==> config.mk <==
export PLATFORM = sky130hd
export DESIGN_NAME = sha256_stream_hash
export DESIGN_NICKNAME = d
export VERILOG_FILES = /design/src/rtl/sha_pkg.sv /design/src/rtl/sha_ctrl.sv /design/src/rtl/sha_dpath.sv /design/src/rtl/sha256_stream_hash.sv
export SDC_FILE = /design/constraint.sdc
export NUM_CORES = 2
export LEC_CHECK = 0
export ABC_AREA = 1
export BUFFER_PORTS_ARGS = -buffer_cell sky130_fd_sc_hd__clkbuf_2
export CORE_AREA = 3 3 432 434
export CTS_CLUSTER_DIAMETER = 150
export DETAILED_ROUTE_END_ITERATION = 12
export DIE_AREA = 0 0 435 437
export SYNTH_ARGS = -nofsm -noshare
export SYNTH_HDL_FRONTEND = slang
export SYNTH_SLANG_ARGS = --single-unit
export TNS_END_PERCENT = 10
==> constraint.sdc <==
create_clock -name clk -period 17.5 [get_ports clk]
set_input_delay 0 -clock clk [delete_from_list [all_inputs] [get_ports clk]]
set_output_delay 0 -clock clk [all_outputs]
set_load 0.1 [all_outputs]
==> src/rtl/sha_pkg.sv <==
// Shared types, codes and constants for the SHA-256 stream hasher.
// Used by sha_ctrl, sha_dpath and the top level; depends on nothing.
package sha_pkg;

	localparam int unsigned WORDS = 8;
	localparam int unsigned WIN = 16;

	// Source of the byte shifted into the block buffer.
	localparam logic [1:0] SRC_MSG  = 2'd0;
	localparam logic [1:0] SRC_PAD  = 2'd1;
	localparam logic [1:0] SRC_ZERO = 2'd2;
	localparam logic [1:0] SRC_LEN  = 2'd3;

	localparam logic [7:0] PAD_BYTE = 8'h80;
	localparam logic [5:0] LEN_POS = 6'd56;
	localparam logic [5:0] LAST_POS = 6'd63;
	localparam logic [5:0] LAST_ROUND = 6'd63;
	localparam logic [2:0] LAST_WORD = 3'd7;

	localparam logic [WORDS-1:0][31:0] IV = {
		32'h5be0cd19, 32'h1f83d9ab, 32'h9b05688c, 32'h510e527f,
		32'ha54ff53a, 32'h3c6ef372, 32'hbb67ae85, 32'h6a09e667
	};

	typedef struct packed {
		logic       shift;
		logic [1:0] src;
		logic       count;
		logic       load_v;
		logic       round;
		logic [5:0] rnd;
		logic       add;
		logic       reinit;
		logic [2:0] word;
	} sha_cmd_t;

	typedef struct packed {
		logic pos_end;
		logic pos_len;
	} sha_stat_t;

	function automatic logic [31:0] rotr(input logic [31:0] x, input int n);
		return (x >> n) | (x << (32 - n));
	endfunction

	function automatic logic [31:0] big_sigma0(input logic [31:0] x);
		return rotr(x, 2) ^ rotr(x, 13) ^ rotr(x, 22);
	endfunction

	function automatic logic [31:0] big_sigma1(input logic [31:0] x);
		return rotr(x, 6) ^ rotr(x, 11) ^ rotr(x, 25);
	endfunction

	function automatic logic [31:0] small_sigma0(input logic [31:0] x);
		return rotr(x, 7) ^ rotr(x, 18) ^ (x >> 3);
	endfunction

	function automatic logic [31:0] small_sigma1(input logic [31:0] x);
		return rotr(x, 17) ^ rotr(x, 19) ^ (x >> 10);
	endfunction

	function automatic logic [31:0] round_k(input logic [5:0] i);
		logic [31:0] k;
		unique case (i)
			6'd0:  k = 32'h428a2f98;  6'd1:  k = 32'h71374491;
			6'd2:  k = 32'hb5c0fbcf;  6'd3:  k = 32'he9b5dba5;
			6'd4:  k = 32'h3956c25b;  6'd5:  k = 32'h59f111f1;
			6'd6:  k = 32'h923f82a4;  6'd7:  k = 32'hab1c5ed5;
			6'd8:  k = 32'hd807aa98;  6'd9:  k = 32'h12835b01;
			6'd10: k = 32'h243185be;  6'd11: k = 32'h550c7dc3;
			6'd12: k = 32'h72be5d74;  6'd13: k = 32'h80deb1fe;
			6'd14: k = 32'h9bdc06a7;  6'd15: k = 32'hc19bf174;
			6'd16: k = 32'he49b69c1;  6'd17: k = 32'hefbe4786;
			6'd18: k = 32'h0fc19dc6;  6'd19: k = 32'h240ca1cc;
			6'd20: k = 32'h2de92c6f;  6'd21: k = 32'h4a7484aa;
			6'd22: k = 32'h5cb0a9dc;  6'd23: k = 32'h76f988da;
			6'd24: k = 32'h983e5152;  6'd25: k = 32'ha831c66d;
			6'd26: k = 32'hb00327c8;  6'd27: k = 32'hbf597fc7;
			6'd28: k = 32'hc6e00bf3;  6'd29: k = 32'hd5a79147;
			6'd30: k = 32'h06ca6351;  6'd31: k = 32'h14292967;
			6'd32: k = 32'h27b70a85;  6'd33: k = 32'h2e1b2138;
			6'd34: k = 32'h4d2c6dfc;  6'd35: k = 32'h53380d13;
			6'd36: k = 32'h650a7354;  6'd37: k = 32'h766a0abb;
			6'd38: k = 32'h81c2c92e;  6'd39: k = 32'h92722c85;
			6'd40: k = 32'ha2bfe8a1;  6'd41: k = 32'ha81a664b;
			6'd42: k = 32'hc24b8b70;  6'd43: k = 32'hc76c51a3;
			6'd44: k = 32'hd192e819;  6'd45: k = 32'hd6990624;
			6'd46: k = 32'hf40e3585;  6'd47: k = 32'h106aa070;
			6'd48: k = 32'h19a4c116;  6'd49: k = 32'h1e376c08;
			6'd50: k = 32'h2748774c;  6'd51: k = 32'h34b0bcb5;
			6'd52: k = 32'h391c0cb3;  6'd53: k = 32'h4ed8aa4a;
			6'd54: k = 32'h5b9cca4f;  6'd55: k = 32'h682e6ff3;
			6'd56: k = 32'h748f82ee;  6'd57: k = 32'h78a5636f;
			6'd58: k = 32'h84c87814;  6'd59: k = 32'h8cc70208;
			6'd60: k = 32'h90befffa;  6'd61: k = 32'ha4506ceb;
			6'd62: k = 32'hbef9a3f7;  6'd63: k = 32'hc67178f2;
			default: k = 32'h0;
		endcase
		return k;
	endfunction

endpackage

==> src/rtl/sha_ctrl.sv <==
// Controller state machine: input and output handshakes, padding sequence,
// round counting and digest word selection. Depends on sha_pkg.
module sha_ctrl import sha_pkg::*; (
	input  logic      clk,
	input  logic      arst_n,
	input  logic      msg_valid,
	output logic      msg_stall,
	input  logic      has_byte,
	input  logic      last,
	output logic      dig_valid,
	input  logic      dig_stall,
	output logic [2:0] word_index,
	output logic      last_word,
	output sha_cmd_t  cmd,
	input  sha_stat_t stat
);

	localparam logic [2:0] S_IDLE   = 3'd0;
	localparam logic [2:0] S_PAD80  = 3'd1;
	localparam logic [2:0] S_PADZ   = 3'd2;
	localparam logic [2:0] S_PADLEN = 3'd3;
	localparam logic [2:0] S_COMP   = 3'd4;
	localparam logic [2:0] S_ADD    = 3'd5;
	localparam logic [2:0] S_OUT    = 3'd6;

	logic [2:0] state_q, state_d;
	logic [2:0] ret_q, ret_d;
	logic [5:0] rnd_q;
	logic [2:0] word_q;

	always_comb begin
		cmd = '0;
		state_d = state_q;
		ret_d = ret_q;
		msg_stall = 1'b1;
		dig_valid = 1'b0;
		cmd.rnd = rnd_q;
		cmd.word = word_q;
		unique case (state_q)
			S_IDLE: begin
				msg_stall = 1'b0;
				if (msg_valid) begin
					if (has_byte) begin
						cmd.shift = 1'b1;
						cmd.src = SRC_MSG;
						cmd.count = 1'b1;
					end
					// A byte that fills the block is compressed before padding starts.
					if (has_byte && stat.pos_end) begin
						cmd.load_v = 1'b1;
						state_d = S_COMP;
						ret_d = last ? S_PAD80 : S_IDLE;
					end else if (last) begin
						state_d = S_PAD80;
					end
				end
			end
			S_PAD80: begin
				cmd.shift = 1'b1;
				cmd.src = SRC_PAD;
				if (stat.pos_end) begin
					cmd.load_v = 1'b1;
					state_d = S_COMP;
					ret_d = S_PADZ;
				end else begin
					state_d = S_PADZ;
				end
			end
			S_PADZ: begin
				if (stat.pos_len) begin
					state_d = S_PADLEN;
				end else begin
					cmd.shift = 1'b1;
					cmd.src = SRC_ZERO;
					if (stat.pos_end) begin
						cmd.load_v = 1'b1;
						state_d = S_COMP;
						ret_d = S_PADZ;
					end
				end
			end
			S_PADLEN: begin
				cmd.shift = 1'b1;
				cmd.src = SRC_LEN;
				if (stat.pos_end) begin
					cmd.load_v = 1'b1;
					state_d = S_COMP;
					ret_d = S_OUT;
				end
			end
			S_COMP: begin
				cmd.round = 1'b1;
				if (rnd_q == LAST_ROUND) begin
					state_d = S_ADD;
				end
			end
			S_ADD: begin
				cmd.add = 1'b1;
				state_d = ret_q;
			end
			S_OUT: begin
				dig_valid = 1'b1;
				if (!dig_stall && word_q == LAST_WORD) begin
					cmd.reinit = 1'b1;
					state_d = S_IDLE;
				end
			end
			default: begin
				state_d = S_IDLE;
			end
		endcase
	end

	always_ff @(posedge clk or negedge arst_n) begin
		if (!arst_n) begin
			state_q <= S_IDLE;
			ret_q <= S_IDLE;
			rnd_q <= '0;
			word_q <= '0;
		end else begin
			state_q <= state_d;
			ret_q <= ret_d;
			if (cmd.round) begin
				rnd_q <= rnd_q + 6'd1;
			end
			if (dig_valid && !dig_stall) begin
				word_q <= word_q + 3'd1;
			end
		end
	end

	assign word_index = word_q;
	assign last_word = (word_q == LAST_WORD);

	a_last_round_adds: assert property (@(posedge clk) disable iff (!arst_n)
		(state_q == S_COMP && rnd_q == LAST_ROUND) |=> (state_q == S_ADD))
		else $error("compression did not end in the chaining add");

	a_out_blocks_input: assert property (@(posedge clk) disable iff (!arst_n)
		dig_valid |-> msg_stall)
		else $error("input taken while digest is being sent");

	a_no_shift_in_rounds: assert property (@(posedge clk) disable iff (!arst_n)
		(state_q == S_COMP) |-> !cmd.shift)
		else $error("block buffer written during compression");

	a_final_word_returns: assert property (@(posedge clk) disable iff (!arst_n)
		(dig_valid && !dig_stall && last_word) |=> (state_q == S_IDLE && word_q == 3'd0))
		else $error("digest end did not return to idle");

	a_rounds_start_at_zero: assert property (@(posedge clk) disable iff (!arst_n)
		(state_q != S_COMP) |-> (rnd_q == 6'd0))
		else $error("round counter out of step");

endmodule

==> src/rtl/sha_dpath.sv <==
// Datapath: block buffer and message schedule window, byte count, working
// variables, round unit and chaining words. Depends on sha_pkg.
module sha_dpath import sha_pkg::*; (
	input  logic        clk,
	input  logic        arst_n,
	input  logic [7:0]  data_byte,
	input  sha_cmd_t    cmd,
	output sha_stat_t   stat,
	output logic [31:0] digest_word
);

	// The buffer doubles as the schedule window: bytes shift in at the bottom,
	// and during rounds word t sits in the top entry.
	logic [WIN-1:0][31:0] w_q;
	logic [WORDS-1:0][31:0] v_q;
	logic [WORDS-1:0][31:0] h_q;
	logic [60:0] count_q;
	logic [5:0] pos_q;

	logic [63:0] bit_len;
	logic [7:0] byte_in;
	logic [WIN*32+7:0] w_shift;
	logic [31:0] w_next;
	logic [31:0] t1, t2, ch, maj;
	logic [31:0] a, e;

	assign bit_len = {count_q, 3'b000};

	always_comb begin
		unique case (cmd.src)
			SRC_MSG:  byte_in = data_byte;
			SRC_PAD:  byte_in = PAD_BYTE;
			SRC_ZERO: byte_in = 8'h00;
			SRC_LEN:  byte_in = bit_len[{~pos_q[2:0], 3'b000} +: 8];
			default:  byte_in = 8'h00;
		endcase
	end

	assign w_shift = {w_q, byte_in};

	assign w_next = small_sigma1(w_q[1]) + w_q[6] + small_sigma0(w_q[14]) + w_q[15];

	assign a = v_q[0];
	assign e = v_q[4];
	assign ch = (e & v_q[5]) ^ (~e & v_q[6]);
	assign maj = (a & v_q[1]) ^ (a & v_q[2]) ^ (v_q[1] & v_q[2]);
	assign t1 = v_q[7] + big_sigma1(e) + ch + round_k(cmd.rnd) + w_q[15];
	assign t2 = big_sigma0(a) + maj;

	always_ff @(posedge clk) begin
		if (cmd.shift) begin
			w_q <= w_shift[WIN*32-1:0];
		end else if (cmd.round) begin
			w_q <= {w_q[WIN-2:0], w_next};
		end
		if (cmd.load_v) begin
			v_q <= h_q;
		end else if (cmd.round) begin
			v_q <= {v_q[6:4], v_q[3] + t1, v_q[2:0], t1 + t2};
		end
	end

	always_ff @(posedge clk or negedge arst_n) begin
		if (!arst_n) begin
			h_q <= IV;
			count_q <= '0;
			pos_q <= '0;
		end else begin
			if (cmd.shift) begin
				pos_q <= pos_q + 6'd1;
			end
			if (cmd.reinit) begin
				h_q <= IV;
				count_q <= '0;
			end else begin
				if (cmd.count) begin
					count_q <= count_q + 61'd1;
				end
				if (cmd.add) begin
					for (int i = 0; i < WORDS; i++) begin
						h_q[i] <= h_q[i] + v_q[i];
					end
				end
			end
		end
	end

	assign stat.pos_end = (pos_q == LAST_POS);
	assign stat.pos_len = (pos_q == LEN_POS);
	assign digest_word = h_q[cmd.word];

endmodule

==> src/rtl/sha256_stream_hash.sv <==
// Top level of the SHA-256 stream hasher: joins sha_ctrl and sha_dpath.
// Depends on sha_pkg, sha_ctrl and sha_dpath.
//
// The block takes one message byte per beat and returns the 32-byte digest
// as eight big-endian words, first word first, after a beat marked last
// (which may carry no byte, so the empty message can be hashed). The beat
// that completes a 64-byte block then holds the input while the single
// round unit runs 64 rounds and the chaining add. After the last beat the
// padding bytes (up to 64, or 72 when an extra block is needed) are shifted
// in one per cycle, save while a filled block is compressed and at the step
// into the length bytes; each filled block is compressed in turn, and then
// the eight digest words are offered one per cycle as the output side takes
// them.
// No input is taken from the last beat until the eighth word is delivered.
module sha256_stream_hash import sha_pkg::*; (
	input  logic        clk,
	input  logic        arst_n,
	input  logic        msg_valid,
	output logic        msg_stall,
	input  logic [7:0]  data_byte,
	input  logic        has_byte,
	input  logic        last,
	output logic        dig_valid,
	input  logic        dig_stall,
	output logic [31:0] digest_word,
	output logic [2:0]  word_index,
	output logic        last_word
);

	sha_cmd_t cmd;
	sha_stat_t stat;

	sha_ctrl u_ctrl (
		.clk        (clk),
		.arst_n     (arst_n),
		.msg_valid  (msg_valid),
		.msg_stall  (msg_stall),
		.has_byte   (has_byte),
		.last       (last),
		.dig_valid  (dig_valid),
		.dig_stall  (dig_stall),
		.word_index (word_index),
		.last_word  (last_word),
		.cmd        (cmd),
		.stat       (stat)
	);

	sha_dpath u_dpath (
		.clk         (clk),
		.arst_n      (arst_n),
		.data_byte   (data_byte),
		.cmd         (cmd),
		.stat        (stat),
		.digest_word (digest_word)
	);

endmodule

==> run_results.csv <==
group,metric,value,unit
run_status,status,"complete, no violations",
placement,dp_hpwl,263,mm
critical_path,crit_type,"reg2reg",
layout,final_core_util,48.7,%
synthesis,synth-async-reset-ratio,30.6,%
critical_path,critPathBufInv,6,
worst_hold_path,hp-start,"data_byte[5]",
timing,worstMarginPinSlew,1.36,ns
timing,min_period,9.45,ns
route,drc,0,
timing,finalWorstSetupSlack,8.05,ns
synthesis,synth.most_common_cell,"nand2_1",
placement,routabilityCongestion,1.07,
floorplan,die_w,435,um
clocking,cts_resized,0,
clocking,clk_pin_slew,0.06,ns
critical_path,rr_endpoint,"u_dpath.a[19]",
critical_path,cp.arrival,9.98,ns
synthesis,ys_ff_latch,1106,
floorplan,core,183000,sq um
grt,grt_usage,34.8,%
timing,hold_viol_final,0,
floorplan,die_h,437,um
critical_path,crit_family,"adder cells",
critical_path,end_kind,"flop",
clocking,post_cts_buffers,0,
route,wl_per_cell,25.7,um
timing,hold_slack,0.0864,ns
synthesis,postSynthNetCount,11349,
placement,portBuffers,51,
layout,fillers,18356,
synthesis,synth_edf_count,768,
critical_path,reg2regPathDepth,27,
critical_path,critPathSlowestCell,"nor2_1",
layout,area_delta_synth_final,8.32,%
grt,antenna_found_initial,14,
route,dr.first_iter.drc_count,9252,
clocking,cts_buffers,137,
synthesis,yosys_warnings,0,
synthesis,yosysSeqAreaShare,38.5,%
layout,drive_above_1_share,4.80,%
worst_hold_path,whs_path_depth,3,
synthesis,netlist_instances,10744,
floorplan,pin_count,52,
clocking,cts_tree,"done",
floorplan,start_util,45.0,%
synthesis,synth_top_area_share,28.0,%
timing,fmax,106,MHz
timing,skew,0.0441,ns
clocking,clockBufferDepth,3,
grt,grt_pass1_vias,72426,
critical_path,timing.rr.start,"u_ctrl.rnd_q[4]",
synthesis,ys_types,56,
timing,setup_tns,0,ns
floorplan,die_area,190000,sq um
synthesis,synth_top_cell_by_area,"edfxtp_1",
synthesis,syn-cell-area,82400,sq um
timing,setup_viol,0,
route,dr.pass1.iters,8,
synthesis,synth.avg_cell_area,7.67,sq um
placement,dpl_worst_slack,8.38,ns
synthesis,synthTopCellsByCount,"2536 x nand2_1, 1495 x inv_1, 1271 x o21ai_0",
critical_path,r2r_slack,8.05,ns
critical_path,start_kind,"flop",
synthesis,synth_area_leaders,"edfxtp_1 28%, nand2_1 12%, o21ai_0 7.7%",
timing,slew_headroom,8.31,%
floorplan,core.rowCount,157,
clocking,cts.htree.levels,4,
layout,layout.nets,11191,
flow_run,cap_violations,0,
critical_path,crit_path_max_incr_delay,0.71,ns
grt,grt_pass1_wl,492,mm
critical_path,path_max_fanout,41,
worst_hold_path,holdCritPathClass,"in2reg",
synthesis,synthFlopType,"edfxtp_1",
clocking,clk_latency,0.82,ns
route,viasPerCell,5.87,
worst_hold_path,min_to,"u_dpath.w_q[5]",
clocking,cts_sinks,1106,
critical_path,critPathRequiredTime,18.03,ns
clocking,hold_buffers,17,
grt,overflow,0,
timing,rsz0062_at_grt,"no",
route,drt-total-wl,339,mm
route,ant_nets,0,
route,route.vias.total,77332,
clocking,root_buffer,"clkbuf_16",
grt,grt_max_degree,225,
timing,fin_crit_sh,54.0,%
timing,slew_viol_final,0,
per-stage QoR:
stage / std cells / instance area, sq um
2_1_floorplan: 10744 / 82400
3_5_place_dp: 12894 / 84600
3_3_place_gp: 12894 / 84600
4_1_cts: 13162 / 89200
5_1_grt: 13162 / 89200
6_report: 13164 / 89200
final cells by class:
type	instances	area (sq um)	area share, %
Clock inverter	68	723	0.810
Timing Repair Buffer	134	998	1.12
Multi-Input combinational cell	7700	43300	48.5
Sequential cell	1106	31700	35.5
Antenna cell	2	5.00	0.00561
Inverter	1507	5680	6.37
Tap cell	2464	3080	3.45
Clock buffer	183	3740	4.19
worst reg2reg max path, delay by kind of cell, from the launching register on:
family,cells,cell delay (ns)
simple gates,5,1.54
flops,1,0.32
fa+ha+maj,6,2.79
buf+inv,6,1.55
compound gates,8,2.11
xor+xnor,2,0.88
cell families after synthesis:
family	synth area share [%]
simple gates	20.6
compound gates	16.9
buf+inv	9.00
flops	38.5
fa+ha+maj	10.8
xor+xnor	4.24
flip-flops by register name (all words and copies together) (netlist names):
name	count
u_ctrl.state_q	3
u_dpath.h_q	256
u_ctrl.ret_q	3
u_dpath.w_q	512
u_dpath.v_q	192
u_dpath.e	32
u_dpath.count_q	61
u_ctrl.rnd_q	6
u_dpath.a	32
u_dpath.pos_q	6
u_ctrl.word_index	3
metal layers:
layer | up-vias | GRT usage [%] | share of wire (%)
li1 | 35448 | - | -
met1 | 37256 | 48.1 | 42
met2 | 3881 | 51.0 | 42
met3 | 735 | 7.31 | 9.9
met4 | 12 | 18.5 | 6.4
met5 | - | 0 | 0.023
cell usage in the layout (no fill, tap or decap), types with 10 or more instances in the layout:
cell / synthesis / routed
dfrtp_1: 202 / 200
edfxtp_1: 768 / 768
fa_1: 195 / 195
ha_1: 396 / 396
nor2_1: 768 / 766
a31oi_1: 64 / 64
a221oi_1: 10 / 10
a21o_1: 46 / 46
clkbuf_16: 0 / 142
and3_1: 11 / 11
or2_2: 30 / 30
o221ai_1: 14 / 14
a21boi_0: 31 / 31
nand2_1: 2536 / 2534
dfstp_2: 136 / 136
nand3b_1: 25 / 25
a21oi_1: 709 / 709
clkinv_1: 4 / 18
o21ai_1: 109 / 109
buf_4: 3 / 62
nand4_1: 142 / 142
xnor2_1: 160 / 160
o22ai_1: 104 / 104
o211ai_1: 46 / 46
nor3_1: 113 / 113
o21ai_0: 1271 / 1271
clkbuf_2: 0 / 50
xor2_1: 239 / 239
o21a_1: 35 / 35
nand3_1: 465 / 465
o31ai_1: 19 / 19
clkbuf_1: 307 / 38
nor4_1: 25 / 25
clkinv_2: 0 / 21
inv_1: 1495 / 1490
o21bai_1: 65 / 65
dlygate4sd3_1: 0 / 16
how the worst max path moves through the flow:
stage,from,to,depth (start not counted)
floorplan,u_dpath.pos_q[0],u_dpath.w_q[0],12
global placement,u_ctrl.rnd_q[4],u_dpath.a[23],28
detailed placement,u_ctrl.rnd_q[4],u_dpath.a[19],27
CTS,u_ctrl.rnd_q[4],u_dpath.a[19],27
global route,u_ctrl.rnd_q[4],u_dpath.a[31],33
finish,u_ctrl.rnd_q[4],u_dpath.a[19],27
Power is left out: the tool's default activity adds up to more than one toggle a clock period on the data nets, which glitch-free logic cannot reach.
